**src/hdl/glpf_pkg.sv**
```systemverilog
`timescale 1ns / 1ps

package glpf_pkg;

  localparam int MAX_COLS_DEF    = 32;
  localparam int SAMPLE_BITS_DEF = 32;

  localparam int MAX_ROWS    = 1024;
  localparam int PEAK_ROW_W  = 10;
  localparam int PEAK_COL_W  = 5;
  localparam int ROW_CNT_W   = 11;
  localparam int COL_CNT_W   = 6;
  localparam int CFG_IDX_W   = 2;
  localparam int CFG_DATA_W  = 11;

  typedef enum logic [CFG_IDX_W-1:0] {
    REG_ROW_COUNT = 2'd0,
    REG_COL_COUNT = 2'd1
  } cfg_reg_e;

endpackage

```
**src/hdl/glpf_ram.sv**
```systemverilog
`timescale 1ns / 1ps

module glpf_ram #(
  parameter int WIDTH = 32,
  parameter int DEPTH = 32
) (
  input  logic                     clk_i,
  input  logic                     wr_en_i,
  input  logic [$clog2(DEPTH)-1:0] wr_addr_i,
  input  logic [WIDTH-1:0]         wr_data_i,
  input  logic                     rd_en_i,
  input  logic [$clog2(DEPTH)-1:0] rd_addr_i,
  output logic [WIDTH-1:0]         rd_data_o
);

  logic [WIDTH-1:0] mem_q [DEPTH];
  logic [WIDTH-1:0] rd_data_q;

  always_ff @(posedge clk_i) begin
    if (wr_en_i) begin
      mem_q[wr_addr_i] <= wr_data_i;
    end
    if (rd_en_i) begin
      rd_data_q <= mem_q[rd_addr_i];
    end
  end

  assign rd_data_o = rd_data_q;

endmodule

```
**src/hdl/grid_local_peak_finder_unit.sv**
```systemverilog
`timescale 1ns / 1ps

// Channel  | Direction | Handshake                  | Payload
// ---------+-----------+----------------------------+----------------------------------
// input    | in        | in_valid_i / in_stall_o    | sample_i
// result   | out       | out_valid_o / out_stall_i  | peak_row_o, peak_col_o, is_last_o
// config   | in        | cfg_valid_i / cfg_ready_o  | cfg_index_i, cfg_data_i
//
// With no stall on the result side, an item passes through accept, line store fetch,
// judge, and hand-off of the held result. The fetch serves the two line store read ports.
// The last item of a frame adds a tail pass: prime, then read and judge per column.
// Reset clears only control state; no clearing pass runs over the line stores.
// A stalled result side holds the block in its judge or hand-off step.

module grid_local_peak_finder_unit #(
  parameter int MAX_COLS    = glpf_pkg::MAX_COLS_DEF,
  parameter int SAMPLE_BITS = glpf_pkg::SAMPLE_BITS_DEF
) (
  input  logic                              clk_i,
  input  logic                              rst_ni,
  input  logic                              in_valid_i,
  output logic                              in_stall_o,
  input  logic signed [SAMPLE_BITS-1:0]     sample_i,
  output logic                              out_valid_o,
  input  logic                              out_stall_i,
  output logic [glpf_pkg::PEAK_ROW_W-1:0]   peak_row_o,
  output logic [glpf_pkg::PEAK_COL_W-1:0]   peak_col_o,
  output logic                              is_last_o,
  input  logic                              cfg_valid_i,
  output logic                              cfg_ready_o,
  input  logic [glpf_pkg::CFG_IDX_W-1:0]    cfg_index_i,
  input  logic [glpf_pkg::CFG_DATA_W-1:0]   cfg_data_i
);

  import glpf_pkg::*;

  localparam int CW = $clog2(MAX_COLS);
  localparam int EW = (CW + 1 > COL_CNT_W) ? CW + 1 : COL_CNT_W;

  typedef enum logic [6:0] {
    S_IDLE   = 7'b0000001,
    S_FETCH  = 7'b0000010,
    S_JUDGE  = 7'b0000100,
    S_FLUSH  = 7'b0001000,
    S_TPRIME = 7'b0010000,
    S_TREAD  = 7'b0100000,
    S_TJUDGE = 7'b1000000
  } state_e;

  typedef logic signed [SAMPLE_BITS-1:0] smp_t;

  state_e                 state_q, state_d;
  logic [PEAK_ROW_W-1:0]  row_q, row_d;
  logic [CW-1:0]          col_q, col_d;
  logic                   sel_q, sel_d;
  logic [ROW_CNT_W-1:0]   row_count_q, row_count_d;
  logic [COL_CNT_W-1:0]   col_count_q, col_count_d;
  logic                   pend_valid_q, pend_valid_d;
  logic [PEAK_ROW_W-1:0]  pend_row_q, pend_row_d;
  logic [PEAK_COL_W-1:0]  pend_col_q, pend_col_d;
  logic                   out_valid_q, out_valid_d;
  logic [PEAK_ROW_W-1:0]  out_row_q, out_row_d;
  logic [PEAK_COL_W-1:0]  out_col_q, out_col_d;
  logic                   out_last_q, out_last_d;
  smp_t                   sample_q, sample_d;
  smp_t                   older_q, older_d;
  smp_t                   mid_q, mid_d;
  smp_t                   left_q, left_d;
  smp_t                   tl_q, tl_d;
  smp_t                   tm_q, tm_d;
  logic [CW-1:0]          t_q, t_d;
  logic [PEAK_ROW_W-1:0]  tail_row_q, tail_row_d;
  logic                   tail_up_q, tail_up_d;

  logic [PEAK_ROW_W-1:0]  last_row;
  logic [CW-1:0]          last_col;
  logic [EW-1:0]          cc_ext;

  logic                   up_rd_en, cur_rd_en, cur_wr_en;
  logic [CW-1:0]          up_rd_addr, cur_rd_addr, cur_wr_addr;
  logic [SAMPLE_BITS-1:0] b0_rd, b1_rd;
  smp_t                   up_rd, cur_rd;

  smp_t                   j_left, j_right, j_up, t_right, t_up;
  logic                   peak_a, peak_b;
  logic                   out_free, can_push;
  logic                   push_en;
  logic [PEAK_ROW_W-1:0]  push_row;
  logic [PEAK_COL_W-1:0]  push_col;

  glpf_ram #(
    .WIDTH(SAMPLE_BITS),
    .DEPTH(MAX_COLS)
  ) u_bank0 (
    .clk_i    (clk_i),
    .wr_en_i  (cur_wr_en && sel_q),
    .wr_addr_i(cur_wr_addr),
    .wr_data_i(sample_q),
    .rd_en_i  (sel_q ? cur_rd_en : up_rd_en),
    .rd_addr_i(sel_q ? cur_rd_addr : up_rd_addr),
    .rd_data_o(b0_rd)
  );

  glpf_ram #(
    .WIDTH(SAMPLE_BITS),
    .DEPTH(MAX_COLS)
  ) u_bank1 (
    .clk_i    (clk_i),
    .wr_en_i  (cur_wr_en && !sel_q),
    .wr_addr_i(cur_wr_addr),
    .wr_data_i(sample_q),
    .rd_en_i  (sel_q ? up_rd_en : cur_rd_en),
    .rd_addr_i(sel_q ? up_rd_addr : cur_rd_addr),
    .rd_data_o(b1_rd)
  );

  assign up_rd  = sel_q ? b1_rd : b0_rd;
  assign cur_rd = sel_q ? b0_rd : b1_rd;

  always_comb begin
    if (row_count_q == '0) begin
      last_row = '0;
    end else if (row_count_q > ROW_CNT_W'(MAX_ROWS)) begin
      last_row = PEAK_ROW_W'(MAX_ROWS - 1);
    end else begin
      last_row = PEAK_ROW_W'(row_count_q - ROW_CNT_W'(1));
    end
  end

  assign cc_ext = EW'(col_count_q);

  always_comb begin
    if (cc_ext == '0) begin
      last_col = '0;
    end else if (cc_ext > EW'(MAX_COLS)) begin
      last_col = CW'(MAX_COLS - 1);
    end else begin
      last_col = CW'(cc_ext - EW'(1));
    end
  end

  assign j_left  = (col_q != '0) ? left_q : '0;
  assign j_right = (col_q != last_col) ? up_rd : '0;
  assign j_up    = (row_q >= PEAK_ROW_W'(2)) ? older_q : '0;
  assign peak_a  = (row_q != '0) && (mid_q >= j_left) && (mid_q >= j_right) &&
                   (mid_q >= j_up) && (mid_q >= sample_q);

  assign t_right = (t_q != last_col) ? up_rd : '0;
  assign t_up    = tail_up_q ? cur_rd : '0;
  assign peak_b  = (tm_q >= tl_q) && (tm_q >= t_right) && (tm_q >= t_up) &&
                   (tm_q >= smp_t'(0));

  assign out_free = !out_valid_q || !out_stall_i;
  assign can_push = !pend_valid_q || out_free;

  always_comb begin
    state_d      = state_q;
    row_d        = row_q;
    col_d        = col_q;
    sel_d        = sel_q;
    row_count_d  = row_count_q;
    col_count_d  = col_count_q;
    pend_valid_d = pend_valid_q;
    pend_row_d   = pend_row_q;
    pend_col_d   = pend_col_q;
    out_valid_d  = out_valid_q;
    out_row_d    = out_row_q;
    out_col_d    = out_col_q;
    out_last_d   = out_last_q;
    sample_d     = sample_q;
    older_d      = older_q;
    mid_d        = mid_q;
    left_d       = left_q;
    tl_d         = tl_q;
    tm_d         = tm_q;
    t_d          = t_q;
    tail_row_d   = tail_row_q;
    tail_up_d    = tail_up_q;
    up_rd_en     = 1'b0;
    up_rd_addr   = col_q;
    cur_rd_en    = 1'b0;
    cur_rd_addr  = col_q;
    cur_wr_en    = 1'b0;
    cur_wr_addr  = col_q;
    push_en      = 1'b0;
    push_row     = '0;
    push_col     = '0;

    if (out_valid_q && !out_stall_i) begin
      out_valid_d = 1'b0;
    end

    case (state_q)
      S_IDLE: begin
        if (cfg_valid_i) begin
          case (cfg_index_i)
            REG_ROW_COUNT: begin
              row_count_d = cfg_data_i[ROW_CNT_W-1:0];
              row_d       = '0;
              col_d       = '0;
            end
            REG_COL_COUNT: begin
              col_count_d = cfg_data_i[COL_CNT_W-1:0];
              row_d       = '0;
              col_d       = '0;
            end
            default: begin
            end
          endcase
        end else if (in_valid_i) begin
          sample_d  = sample_i;
          up_rd_en  = 1'b1;
          cur_rd_en = 1'b1;
          state_d   = S_FETCH;
        end
      end
      S_FETCH: begin
        older_d    = cur_rd;
        mid_d      = up_rd;
        cur_wr_en  = 1'b1;
        up_rd_en   = 1'b1;
        up_rd_addr = col_q + CW'(1);
        state_d    = S_JUDGE;
      end
      S_JUDGE: begin
        if (!peak_a || can_push) begin
          push_en  = peak_a;
          push_row = row_q - PEAK_ROW_W'(1);
          push_col = PEAK_COL_W'(col_q);
          left_d   = mid_q;
          if (col_q == last_col) begin
            sel_d = !sel_q;
            col_d = '0;
            if (row_q == last_row) begin
              row_d      = '0;
              tail_row_d = row_q;
              tail_up_d  = (row_q != '0);
              t_d        = '0;
              tl_d       = '0;
              state_d    = S_TPRIME;
            end else begin
              row_d   = row_q + PEAK_ROW_W'(1);
              state_d = S_FLUSH;
            end
          end else begin
            col_d   = col_q + CW'(1);
            state_d = S_FLUSH;
          end
        end
      end
      S_TPRIME: begin
        up_rd_en   = 1'b1;
        up_rd_addr = '0;
        state_d    = S_TREAD;
      end
      S_TREAD: begin
        if (t_q == '0) begin
          tm_d = up_rd;
        end
        up_rd_en    = 1'b1;
        up_rd_addr  = t_q + CW'(1);
        cur_rd_en   = 1'b1;
        cur_rd_addr = t_q;
        state_d     = S_TJUDGE;
      end
      S_TJUDGE: begin
        if (!peak_b || can_push) begin
          push_en  = peak_b;
          push_row = tail_row_q;
          push_col = PEAK_COL_W'(t_q);
          tl_d     = tm_q;
          tm_d     = t_right;
          if (t_q == last_col) begin
            state_d = S_FLUSH;
          end else begin
            t_d     = t_q + CW'(1);
            state_d = S_TREAD;
          end
        end
      end
      S_FLUSH: begin
        if (!pend_valid_q) begin
          state_d = S_IDLE;
        end else if (out_free) begin
          out_valid_d  = 1'b1;
          out_row_d    = pend_row_q;
          out_col_d    = pend_col_q;
          out_last_d   = 1'b1;
          pend_valid_d = 1'b0;
          state_d      = S_IDLE;
        end
      end
      default: begin
        state_d = S_IDLE;
      end
    endcase

    if (push_en) begin
      if (pend_valid_q) begin
        out_valid_d = 1'b1;
        out_row_d   = pend_row_q;
        out_col_d   = pend_col_q;
        out_last_d  = 1'b0;
      end
      pend_valid_d = 1'b1;
      pend_row_d   = push_row;
      pend_col_d   = push_col;
    end
  end

  always_ff @(posedge clk_i or negedge rst_ni) begin
    if (!rst_ni) begin
      state_q      <= S_IDLE;
      row_q        <= '0;
      col_q        <= '0;
      sel_q        <= 1'b0;
      row_count_q  <= ROW_CNT_W'(1);
      col_count_q  <= COL_CNT_W'(1);
      pend_valid_q <= 1'b0;
      out_valid_q  <= 1'b0;
      t_q          <= '0;
      tail_up_q    <= 1'b0;
    end else begin
      state_q      <= state_d;
      row_q        <= row_d;
      col_q        <= col_d;
      sel_q        <= sel_d;
      row_count_q  <= row_count_d;
      col_count_q  <= col_count_d;
      pend_valid_q <= pend_valid_d;
      out_valid_q  <= out_valid_d;
      t_q          <= t_d;
      tail_up_q    <= tail_up_d;
    end
  end

  always_ff @(posedge clk_i) begin
    pend_row_q <= pend_row_d;
    pend_col_q <= pend_col_d;
    out_row_q  <= out_row_d;
    out_col_q  <= out_col_d;
    out_last_q <= out_last_d;
    sample_q   <= sample_d;
    older_q    <= older_d;
    mid_q      <= mid_d;
    left_q     <= left_d;
    tl_q       <= tl_d;
    tm_q       <= tm_d;
    tail_row_q <= tail_row_d;
  end

  assign in_stall_o  = (state_q != S_IDLE) || cfg_valid_i;
  assign cfg_ready_o = (state_q == S_IDLE);
  assign out_valid_o = out_valid_q;
  assign peak_row_o  = out_row_q;
  assign peak_col_o  = out_col_q;
  assign is_last_o   = out_last_q;

endmodule

```
**config.mk**
```make
export PLATFORM = sky130hd
export DESIGN_NAME = grid_local_peak_finder_unit
export DESIGN_NICKNAME = d
export VERILOG_FILES = /design/src/hdl/glpf_pkg.sv /design/src/hdl/glpf_ram.sv /design/src/hdl/grid_local_peak_finder_unit.sv
export SDC_FILE = /design/constraint.sdc
export NUM_CORES = 2
export LEC_CHECK = 0
export BUFFER_PORTS_ARGS = -buffer_cell sky130_fd_sc_hd__buf_2
export CAP_MARGIN = 5
export CORE_ASPECT_RATIO = 1.25
export CORE_MARGIN = 4
export CORE_UTILIZATION = 40
export CTS_BUF_LIST = sky130_fd_sc_hd__clkbuf_2
export DETAILED_ROUTE_END_ITERATION = 8
export PLACE_DENSITY_LB_ADDON = 0.3
export RECOVER_POWER = 25
export SLEW_MARGIN = 20
export SYNTH_ARGS = -nofsm -noshare
export SYNTH_HDL_FRONTEND = slang
export SYNTH_SLANG_ARGS = --single-unit
```
**constraint.sdc**
```tcl
create_clock -name clk_i -period 12.34 [get_ports clk_i]
set_input_delay 1.234 -clock clk_i [delete_from_list [all_inputs] [get_ports clk_i]]
set_output_delay 1.234 -clock clk_i [all_outputs]
set_load 0.005 [all_outputs]
```
## Yosys cells after proc, flatten, opt, wreduce, memory -nomap -nowiden

Memories as Yosys holds them, arrays and structs flattened. A register that Yosys moved wholly into a read port is not among the register bits.
Index checks and enable logic that the tools add are counted.

| storage, ports and cells | value |
|---|---|
| register bits after elaboration | 281 |
| memory bits (writable) | 2,048 |
| bits of input ports | 50 |
| output and inout port bits | 19 |
| logic and storage cells | 207 |
| memories | 2 |

| cells by class | value |
|---|---|
| $add $sub $neg | 6 |
| order comparisons | 11 |
| equal/unequal tests | 25 |
| multiplexer cells | 95 |
| bitwise operators | 1 |
| reduce and logical (&&, ||, !) cells | 45 |

Memory list:

| memory | depth | bits a word | read ports | clocked after Yosys merged registers in | wr ports | line | text |
|---|---|---|---|---|---|---|---|
| u_bank0.mem_q | 32 | 32 | 1 | 1 | 1 | glpf_ram.sv:16 | `logic [WIDTH-1:0] mem_q [DEPTH];` |
| u_bank1.mem_q | 32 | 32 | 1 | 1 | 1 | glpf_ram.sv:16 |  |

Operators by type and width:

| kind | count |
|---|---|
| 32-bit two-way mux | 13 |
| 32-bit >= comparator | 7 |
| 10-bit two-way mux | 14 |
| 32-bit case mux with 2 select lines | 2 |
| 5-bit two-way mux | 22 |
| 7-bit two-way mux | 7 |
| 7-bit case mux with 7 select lines | 1 |
| 10-bit case mux with 2 select lines | 2 |
| 32-bit by 1-bit >= comparator with 1-bit output (second input constant) | 1 |
| 5-bit case mux with 2 select lines | 3 |
| 1-bit two-way mux | 26 |
| 2-bit != test (second input constant) | 10 |
| 10-bit by 1-bit subtractor with 10-bit output (second input constant) | 2 |
| 5-bit case mux with 3 select lines | 1 |
| 3-bit AND reduction | 5 |
| 5-bit AND reduction | 3 |
| 11-bit greater-than comparator (second input constant) | 1 |
| 11-bit logical NOT | 1 |
| 10-bit by 1-bit adder with 10-bit output (second input constant) | 1 |
| 5-bit by 1-bit adder with 5-bit output (second input constant) | 2 |
| 10-bit equality test | 1 |
| 5-bit equality test | 2 |
| 10-bit by 2-bit >= comparator with 1-bit output (second input constant) | 1 |
| 1-bit logical AND | 10 |
| other kinds (29) | 45 |

## Depth between registers and ports, before layout

| logic depth | value |
|---|---|
| depth in word-level cells | 14 |
| mapped depth | 21 |
| mapped depth without buffers | 19 |

## By module

From an unflattened synthesis, not the netlist that was laid out.

| unflattened totals | value |
|---|---|
| cells, all modules | 6,236 |
| area total of the unflattened synthesis | 99,584.3 sq um |

By module, submodules not included:

| module | times used | cells each | area an instance (sq um) | seq. area each (sq um) |
|---|---|---|---|---|
| glpf_ram at u_bank0 | 1 | 2,260 | 40,812.9 | 31,710.4 |
| glpf_ram at u_bank1 | 1 | 2,260 | 40,805.4 | 31,710.4 |
| grid_local_peak_finder_unit | 1 | 1,716 | 17,966.0 | 8,201.6 |

## Worst setup path after synthesis

OpenSTA, ideal clock, no wires.

| path | value |
|---|---|
| kind | register to register |
| start | reg col_count_q[0] (netlist: cc_ext[0]) |
| end | reg tl_q[0] (enable) |
| library setup time | 421 ps |
| arrival | 5,356 ps |
| required time | 11,919 ps |
| path slack | 6,563 ps |
| cell stages (with the launch flop) | 20 |
| buffers on the path | 1 |
| clock period less this slack | 5,777 ps |
| path through | dfstp_2 -> inv_1 -> ha_1 -> or4b_2 -> maj3_1 -> nand3_1 -> o311ai_0 -> nand4_1 -> clkbuf_1 -> nand2_1 -> ha_1 -> a21o_1 -> a221o_1 -> a211oi_1 -> o211ai_1 -> mux2i_1 -> a221oi_1 -> nand4_1 -> nand2_1 -> nor2_1 |

| between the ends | value |
|---|---|
| word-level cells in the longest chain between the ends | 13 |
| elaborated cells between the ends (all ways) | 26 |
| those cells by class | add/sub: 1; order compare: 3; eq/ne: 6; mux: 4; reduce/logical: 12 |

RTL lines:

| element | line | text |
|---|---|---|
| start, declared | grid_local_peak_finder_unit.sv:57 | `logic [COL_CNT_W-1:0] col_count_q, col_count_d;` |
| start signal, assigned | grid_local_peak_finder_unit.sv:329 | `col_count_q <= col_count_d;` |
| 5-bit by 1-bit subtractor with 5-bit output / 6-bit greater-than comparator (equally long branches) | grid_local_peak_finder_unit.sv:138, grid_local_peak_finder_unit.sv:135 |  |
| 5-bit two-way mux | grid_local_peak_finder_unit.sv:135 | `end else if (cc_ext > EW'(MAX_COLS)) begin` |
| 5-bit two-way mux (*) | grid_local_peak_finder_unit.sv:133 | `if (cc_ext == '0) begin` |
| 5-bit != test (on tied branches) | grid_local_peak_finder_unit.sv:148, grid_local_peak_finder_unit.sv:143 |  |
| 32-bit two-way mux (on tied branches) | grid_local_peak_finder_unit.sv:148, grid_local_peak_finder_unit.sv:143 |  |
| 32-bit >= comparator (on tied branches) | grid_local_peak_finder_unit.sv:150, grid_local_peak_finder_unit.sv:145 |  |
| 1-bit logical AND (on tied branches) (2 in series) | grid_local_peak_finder_unit.sv:150, grid_local_peak_finder_unit.sv:145 |  |
| 1-bit logical AND (on tied branches) | grid_local_peak_finder_unit.sv:150, grid_local_peak_finder_unit.sv:146 |  |
| 1-bit logical NOT (on tied branches) | grid_local_peak_finder_unit.sv:267, grid_local_peak_finder_unit.sv:226 |  |
| 1-bit logical OR (on tied branches) | grid_local_peak_finder_unit.sv:267, grid_local_peak_finder_unit.sv:226 |  |
| 2-bit != test (no line) | -- |  |
| 5-bit AND reduction (no line) (*) | -- |  |
| end signal, assigned | grid_local_peak_finder_unit.sv:347 | `tl_q <= tl_d;` |
| end, declared | grid_local_peak_finder_unit.sv:69 | `smp_t tl_q, tl_d;` |

Every way passes the cells marked *; elsewhere a longest branch is shown, timed or not.
A chain may end at the register's enable or synchronous reset.

## Worst setup path in the final report

| path | value |
|---|---|
| start | reg sample_q[23] |
| end | reg row_q[3] |

| between the ends | value |
|---|---|
| word-level cells in the longest chain between the ends | 6 |

RTL lines:

| element | line | text |
|---|---|---|
| start, declared | grid_local_peak_finder_unit.sv:65 | `smp_t sample_q, sample_d;` |
| start signal, assigned | grid_local_peak_finder_unit.sv:343 | `sample_q <= sample_d;` |
| 32-bit >= comparator | grid_local_peak_finder_unit.sv:146 | `(mid_q >= j_up) && (mid_q >= sample_q);` |
| 1-bit logical AND | grid_local_peak_finder_unit.sv:146 |  |
| 1-bit logical NOT | grid_local_peak_finder_unit.sv:226 | `if (!peak_a \|\| can_push) begin` |
| 1-bit logical OR | grid_local_peak_finder_unit.sv:226 |  |
| 2-bit != test (no line) | -- |  |
| 5-bit AND reduction (no line) | -- |  |
| end signal, assigned | grid_local_peak_finder_unit.sv:325 | `row_q <= row_d;` |
| end, declared | grid_local_peak_finder_unit.sv:53 | `logic [PEAK_ROW_W-1:0] row_q, row_d;` |

Every way passes these cells.

==> impl_table.tex <==
\begin{tabular}{lr}
\hline
Metric & Value \\
\hline
\multicolumn{2}{l}{\textbf{Logic synthesis}} \\
\quad Area fraction of the dominant cell type after synthesis & 70.8\% \\
\quad Number of warning messages in the yosys log & 0 \\
\quad Syn nets & $\sim$7,200 \\
\quad Fraction of registers with async set or reset after synthesis & 2.01\% \\
\quad Top cell type by total area after synthesis & sky130\_fd\_sc\_hd\_\_edfxtp\_1 \\
\quad Library cells used by synthesis & 91 \\
\quad Most common cell in the netlist & sky130\_fd\_sc\_hd\_\_edfxtp\_1 \\
\quad Number of enable flip-flop cells after synthesis & 2,345 \\
\quad Area of the mapped netlist & 0.0994 mm2 \\
\quad Cell count after synthesis & 6,928 \\
\quad List of most frequent post-synthesis cells & 2,345 x sky130\_fd\_sc\_hd\_\_edfxtp\_1, 1,482 x sky130\_fd\_sc\_hd\_\_nand2\_1, 429 x sky130\_fd\_sc\_hd\_\_mux2i\_1, 237 x sky130\_fd\_sc\_hd\_\_ha\_1, 174 x sky130\_fd\_sc\_hd\_\_a21oi\_1 \\
\quad Share of synthesized area occupied by flip-flops and latches & 72.1\% \\
\quad Synth top area cells & sky130\_fd\_sc\_hd\_\_edfxtp\_1 71\%, sky130\_fd\_sc\_hd\_\_nand2\_1 5.6\%, sky130\_fd\_sc\_hd\_\_mux2i\_1 4.3\% \\
\quad Mean post-synth cell area & 14.3 um2 \\
\quad \#FFs+latches synth & 2,393 \\
\quad Post-synth top flop & sky130\_fd\_sc\_hd\_\_edfxtp\_1 \\
\multicolumn{2}{l}{\textbf{Clock tree}} \\
\quad TritonCTS buffer count & roughly 570 \\
\quad Clock latency on the worst-skew pair & 1.78 ns \\
\quad Number of buffers inserted to repair setup after CTS & 0 \\
\quad CTS tree & yes \\
\quad Clock buffer depth & 4 \\
\quad Root Driver & sky130\_fd\_sc\_hd\_\_clkbuf\_2 \\
\quad Number of levels the H-tree was split into & 6 \\
\quad Number of sinks driven by the clock tree & 2,393 \\
\quad Clock-pin slew reported for the worst setup and hold paths after clock tree synthesis & approximately 0.1 ns \\
\multicolumn{2}{l}{\textbf{Die}} \\
\quad Top-level I/O count & roughly 70 \\
\quad Die area & approximately 0.26 mm2 \\
\quad Vert. Die Dim & 565 um \\
\quad Row cnt & 204 \\
\quad Placeable core region & 0.247 mm2 \\
\quad Starting density of the core & 40.2\% \\
\quad DIE WIDTH & 454 um \\
\multicolumn{2}{l}{\textbf{Timing}} \\
\quad Worst-case clock skew & 0.201 ns \\
\quad Final worst slack & about 5.0 ns \\
\quad Slew @ Worst Pin & slightly above 4 ns \\
\quad Count of endpoints failing setup in the final report & 0 \\
\quad Total negative slack & 0 ns \\
\quad Fmax & 0.136 GHz \\
\quad Worst slew slack as a fraction of its limit & -170\% \\
\quad Setup repair after global routing missed its margin & false \\
\quad Final number of max-transition violations & about 1,300 \\
\quad Final Cycle Share & between 50\% and 60\% \\
\quad Final Hold Viols & 0 \\
\quad Min Tclk post-route & 7.36 ns \\
\quad Worst hold margin & 0.268 ns \\
\multicolumn{2}{l}{\textbf{Detailed routing}} \\
\quad Number of vias in the routed layout & 63,522 \\
\quad Post-detailed-route count of antenna-violating nets & 0 \\
\quad Total length of routed wires & 301,000 um \\
\quad Number of search-and-repair iterations in the first detailed-routing pass & 6 \\
\quad Final routed DRC violation total & 0 \\
\quad Average wire per standard cell & 27.0 um \\
\quad Initial drt markers & 6,755 \\
\quad Via/cell ratio & 5.70 \\
\multicolumn{2}{l}{\textbf{Finish}} \\
\quad Number of filler instances in the final layout & 22,375 \\
\quad Proportion of layout cells with a drive suffix above 1 & 16.5\% \\
\quad Post-layout net count & 7,736 \\
\quad Area of all placed cells without fillers & 0.110 mm2 \\
\quad Area Overhead vs Synth & 10.6\% \\
\multicolumn{2}{l}{\textbf{Placed design}} \\
\quad Weighted congestion at the end of routability-driven global placement & roughly 0.9 \\
\quad Instance area at placement & 0.104 mm2 \\
\quad Worst slack after detailed placement & 5.53 ns \\
\quad Post-detailed-placement half-perimeter wirelength & 173,000 um \\
\quad Number of buffers added on ports & 68 \\
\multicolumn{2}{l}{\textbf{Setup path}} \\
\quad Required time worst endpoint & 13.94 ns \\
\quad RR Startpoint & sample\_q[23] \\
\quad Crit path from & sample\_q[23] \\
\quad Worst-path cell chain & clkbuf\_1 -> inv\_1 -> ha\_1 -> nand4\_1 -> nor4\_1 -> o311ai\_0 -> nand4\_1 -> mux2i\_1 -> nor4bb\_1 -> o21ai\_1 -> and2\_1 -> a22o\_1 \\
\quad Element type at the critical path end & register \\
\quad Highest net fanout along the worst path & 65 \\
\quad FF-to-FF End & row\_q[3] \\
\quad Kind of cell with the highest combined delay on the critical path & buffers and inverters \\
\quad WP data arrival & 8.95 ns \\
\quad Type of origin of the critical path & register \\
\quad Slowest-stage cell, CP & sky130\_fd\_sc\_hd\_\_clkbuf\_1 \\
\quad Delay of the slowest critical-path stage & 2.79 ns \\
\quad Buffers \& Inverters on Critical Path & 2 \\
\quad Most prevalent standard cell on the critical path & sky130\_fd\_sc\_hd\_\_nand4\_1 \\
\quad Start-to-end type of the worst setup path & reg -> reg \\
\quad Reg-to-reg slack, setup & 4.98 ns \\
\quad Cell depth of the worst flop-to-flop path & 12 \\
\multicolumn{2}{l}{\textbf{Outcome}} \\
\quad Failing checks & max-capacitance violations, max-slew violations \\
\quad Status & complete, but fails checks \\
\multicolumn{2}{l}{\textbf{Global route}} \\
\quad Via count of the first global-routing pass & 62,842 \\
\quad Number of antenna violations at the first check in global routing & 21 \\
\quad Total global-route track usage & a little under a quarter \\
\quad Largest net degree at the start of global routing & around 150 \\
\quad Sum of overflow across all layers after global routing & 0 \\
\quad Global-route wire length before repair & 429,000 um \\
\multicolumn{2}{l}{\textbf{Power}} \\
\quad Power per Cell Area & 150 mW/mm2 \\
\quad Total Power Consumption & approximately 17 mW \\
\quad Worst IR drop on VDD & just under 0.09 mV \\
\quad Standby leakage power & $\sim$37 nW \\
\multicolumn{2}{l}{\textbf{Min path}} \\
\quad Min-Delay Path Class & in -> reg \\
\quad Worst Min Path Start & sample\_i[8] \\
\quad Worst hold path cell count & 2 \\
\quad Hold endpoint & sample\_q[8] \\
\multicolumn{2}{l}{\textbf{Flow run}} \\
\quad Count of maximum capacitance violations & 34 \\
\hline
\end{tabular}
metrics by stage:
step	std cells	util, %
after floorplan	6928	-
after global placement	10107	42.2
after detailed placement	10107	42.2
after global routing	11136	44.5
final	11142	44.5
after CTS	11130	44.5
sequential cells by signal, indices dropped and copies added (netlist names), 5 cells and up, named ones only:
register / flops
older_q: 32
sample_q: 32
state_q: 7
t_q: 5
mid_q: 32
pend_col_q: 5
u_bank0.rd_data_o: 32
row_count_q: 11
col_q: 5
row_q: 10
tail_row_q: 10
tm_q: 32
u_bank1.mem_q: 1024
tl_q: 32
left_q: 32
u_bank1.rd_data_o: 32
cc_ext: 6
pend_row_q: 10
u_bank0.mem_q: 1024
how the worst max path moves through the flow:
stage / to / slack, ns / cells past startpoint
2_1_floorplan: tl_q[0] / 6.56 / 19
3_3_place_gp: pend_col_q[1] / 5.61 / 18
3_5_place_dp: pend_col_q[3] / 5.53 / 18
4_1_cts: pend_col_q[0] / 5.60 / 18
5_1_grt: left_q[6] / 4.68 / 12
6_report: row_q[3] / 4.98 / 12
cell families (layout without fill, tap and decap cells):
| logic type | count (synthesis) | count (layout) | share of synthesized area [%] |
|---|---|---|---|
| simple gates | 2232 | 2232 | 9.82 |
| buf+inv | 516 | 1422 | 2.33 |
| fa+ha+maj | 238 | 238 | 2.99 |
| xor+xnor | 24 | 24 | 0.225 |
| flops | 2393 | 2393 | 72.1 |
| mux | 512 | 512 | 5.28 |
| compound gates | 1013 | 1013 | 7.29 |
| other cells | 0 | 12 | 0 |
area by class of cell:
type | instances | area (um2) | area share [%]
clock inverters | 148 | 1020 | 0.928
inverters | 134 | 508 | 0.462
clock buffers | 811 | 4060 | 3.69
multi-input cells | 4019 | 26200 | 23.8
diodes | 12 | 30.0 | 0.0273
repair buffers | 329 | 2420 | 2.20
well taps | 3296 | 4120 | 3.75
flip-flops and latches | 2393 | 71600 | 65.1
what timing repair did:
| item | CTS | global route |
|---|---|---|
| hold buffers | 64 | 0 |
| resized for setup | 0 | 0 |
| endpoints found under the hold margin | 119 | 0 |
cell usage in the layout (no fill, tap or decap), types with 62 or more instances in the layout:
cell / netlist / layout
sky130_fd_sc_hd__a21oi_1: 174 / 172
sky130_fd_sc_hd__a221oi_1: 68 / 68
sky130_fd_sc_hd__a31oi_1: 153 / 153
sky130_fd_sc_hd__a32o_1: 65 / 65
sky130_fd_sc_hd__a32oi_1: 167 / 167
sky130_fd_sc_hd__and3_1: 138 / 138
sky130_fd_sc_hd__buf_2: 156 / 62
sky130_fd_sc_hd__buf_4: 35 / 150
sky130_fd_sc_hd__clkbuf_2: 0 / 811
sky130_fd_sc_hd__clkinv_1: 2 / 92
sky130_fd_sc_hd__dlygate4sd3_1: 0 / 64
sky130_fd_sc_hd__edfxtp_1: 2345 / 2345
sky130_fd_sc_hd__ha_1: 237 / 237
sky130_fd_sc_hd__inv_1: 131 / 131
sky130_fd_sc_hd__mux2i_1: 429 / 428
sky130_fd_sc_hd__nand2_1: 1482 / 1475
sky130_fd_sc_hd__nand3_1: 105 / 104
sky130_fd_sc_hd__nor2_1: 161 / 94
sky130_fd_sc_hd__nor2_4: 5 / 72
sky130_fd_sc_hd__nor4_1: 80 / 67
sky130_fd_sc_hd__o21ai_0: 63 / 63
sky130_fd_sc_hd__o22ai_1: 129 / 129
power breakdown:
| group | internal, mW | switching (mW) |
|---|---|---|
| Sequential | 9.20 | 0.199 |
| Combinational | 0.613 | 1.33 |
| Clock | 2.05 | 3.14 |
metal layers:
metal / vias up / routed length, um / global-route usage (%)
li1: 27745 / - / -
met1: 32204 / 116000 / 28.9
met2: 2984 / 145000 / 37.8
met3: 585 / 24100 / 4.11
met4: 4 / 15400 / 11.5
met5: - / 27 / 0
worst register-to-register path, cell delays in order (launching register included):
cell                       delay, ns
sky130_fd_sc_hd__edfxtp_1       0.34
sky130_fd_sc_hd__clkbuf_1       2.79
sky130_fd_sc_hd__inv_1          0.27
sky130_fd_sc_hd__ha_1           0.48
sky130_fd_sc_hd__nand4_1        0.16
sky130_fd_sc_hd__nor4_1         0.62
sky130_fd_sc_hd__o311ai_0       0.30
sky130_fd_sc_hd__nand4_1        0.18
sky130_fd_sc_hd__mux2i_1        0.55
sky130_fd_sc_hd__nor4bb_1       0.22
sky130_fd_sc_hd__o21ai_1        0.71
sky130_fd_sc_hd__and2_1         0.47
sky130_fd_sc_hd__a22o_1         0.21
Power figures use the tool's default switching activity.
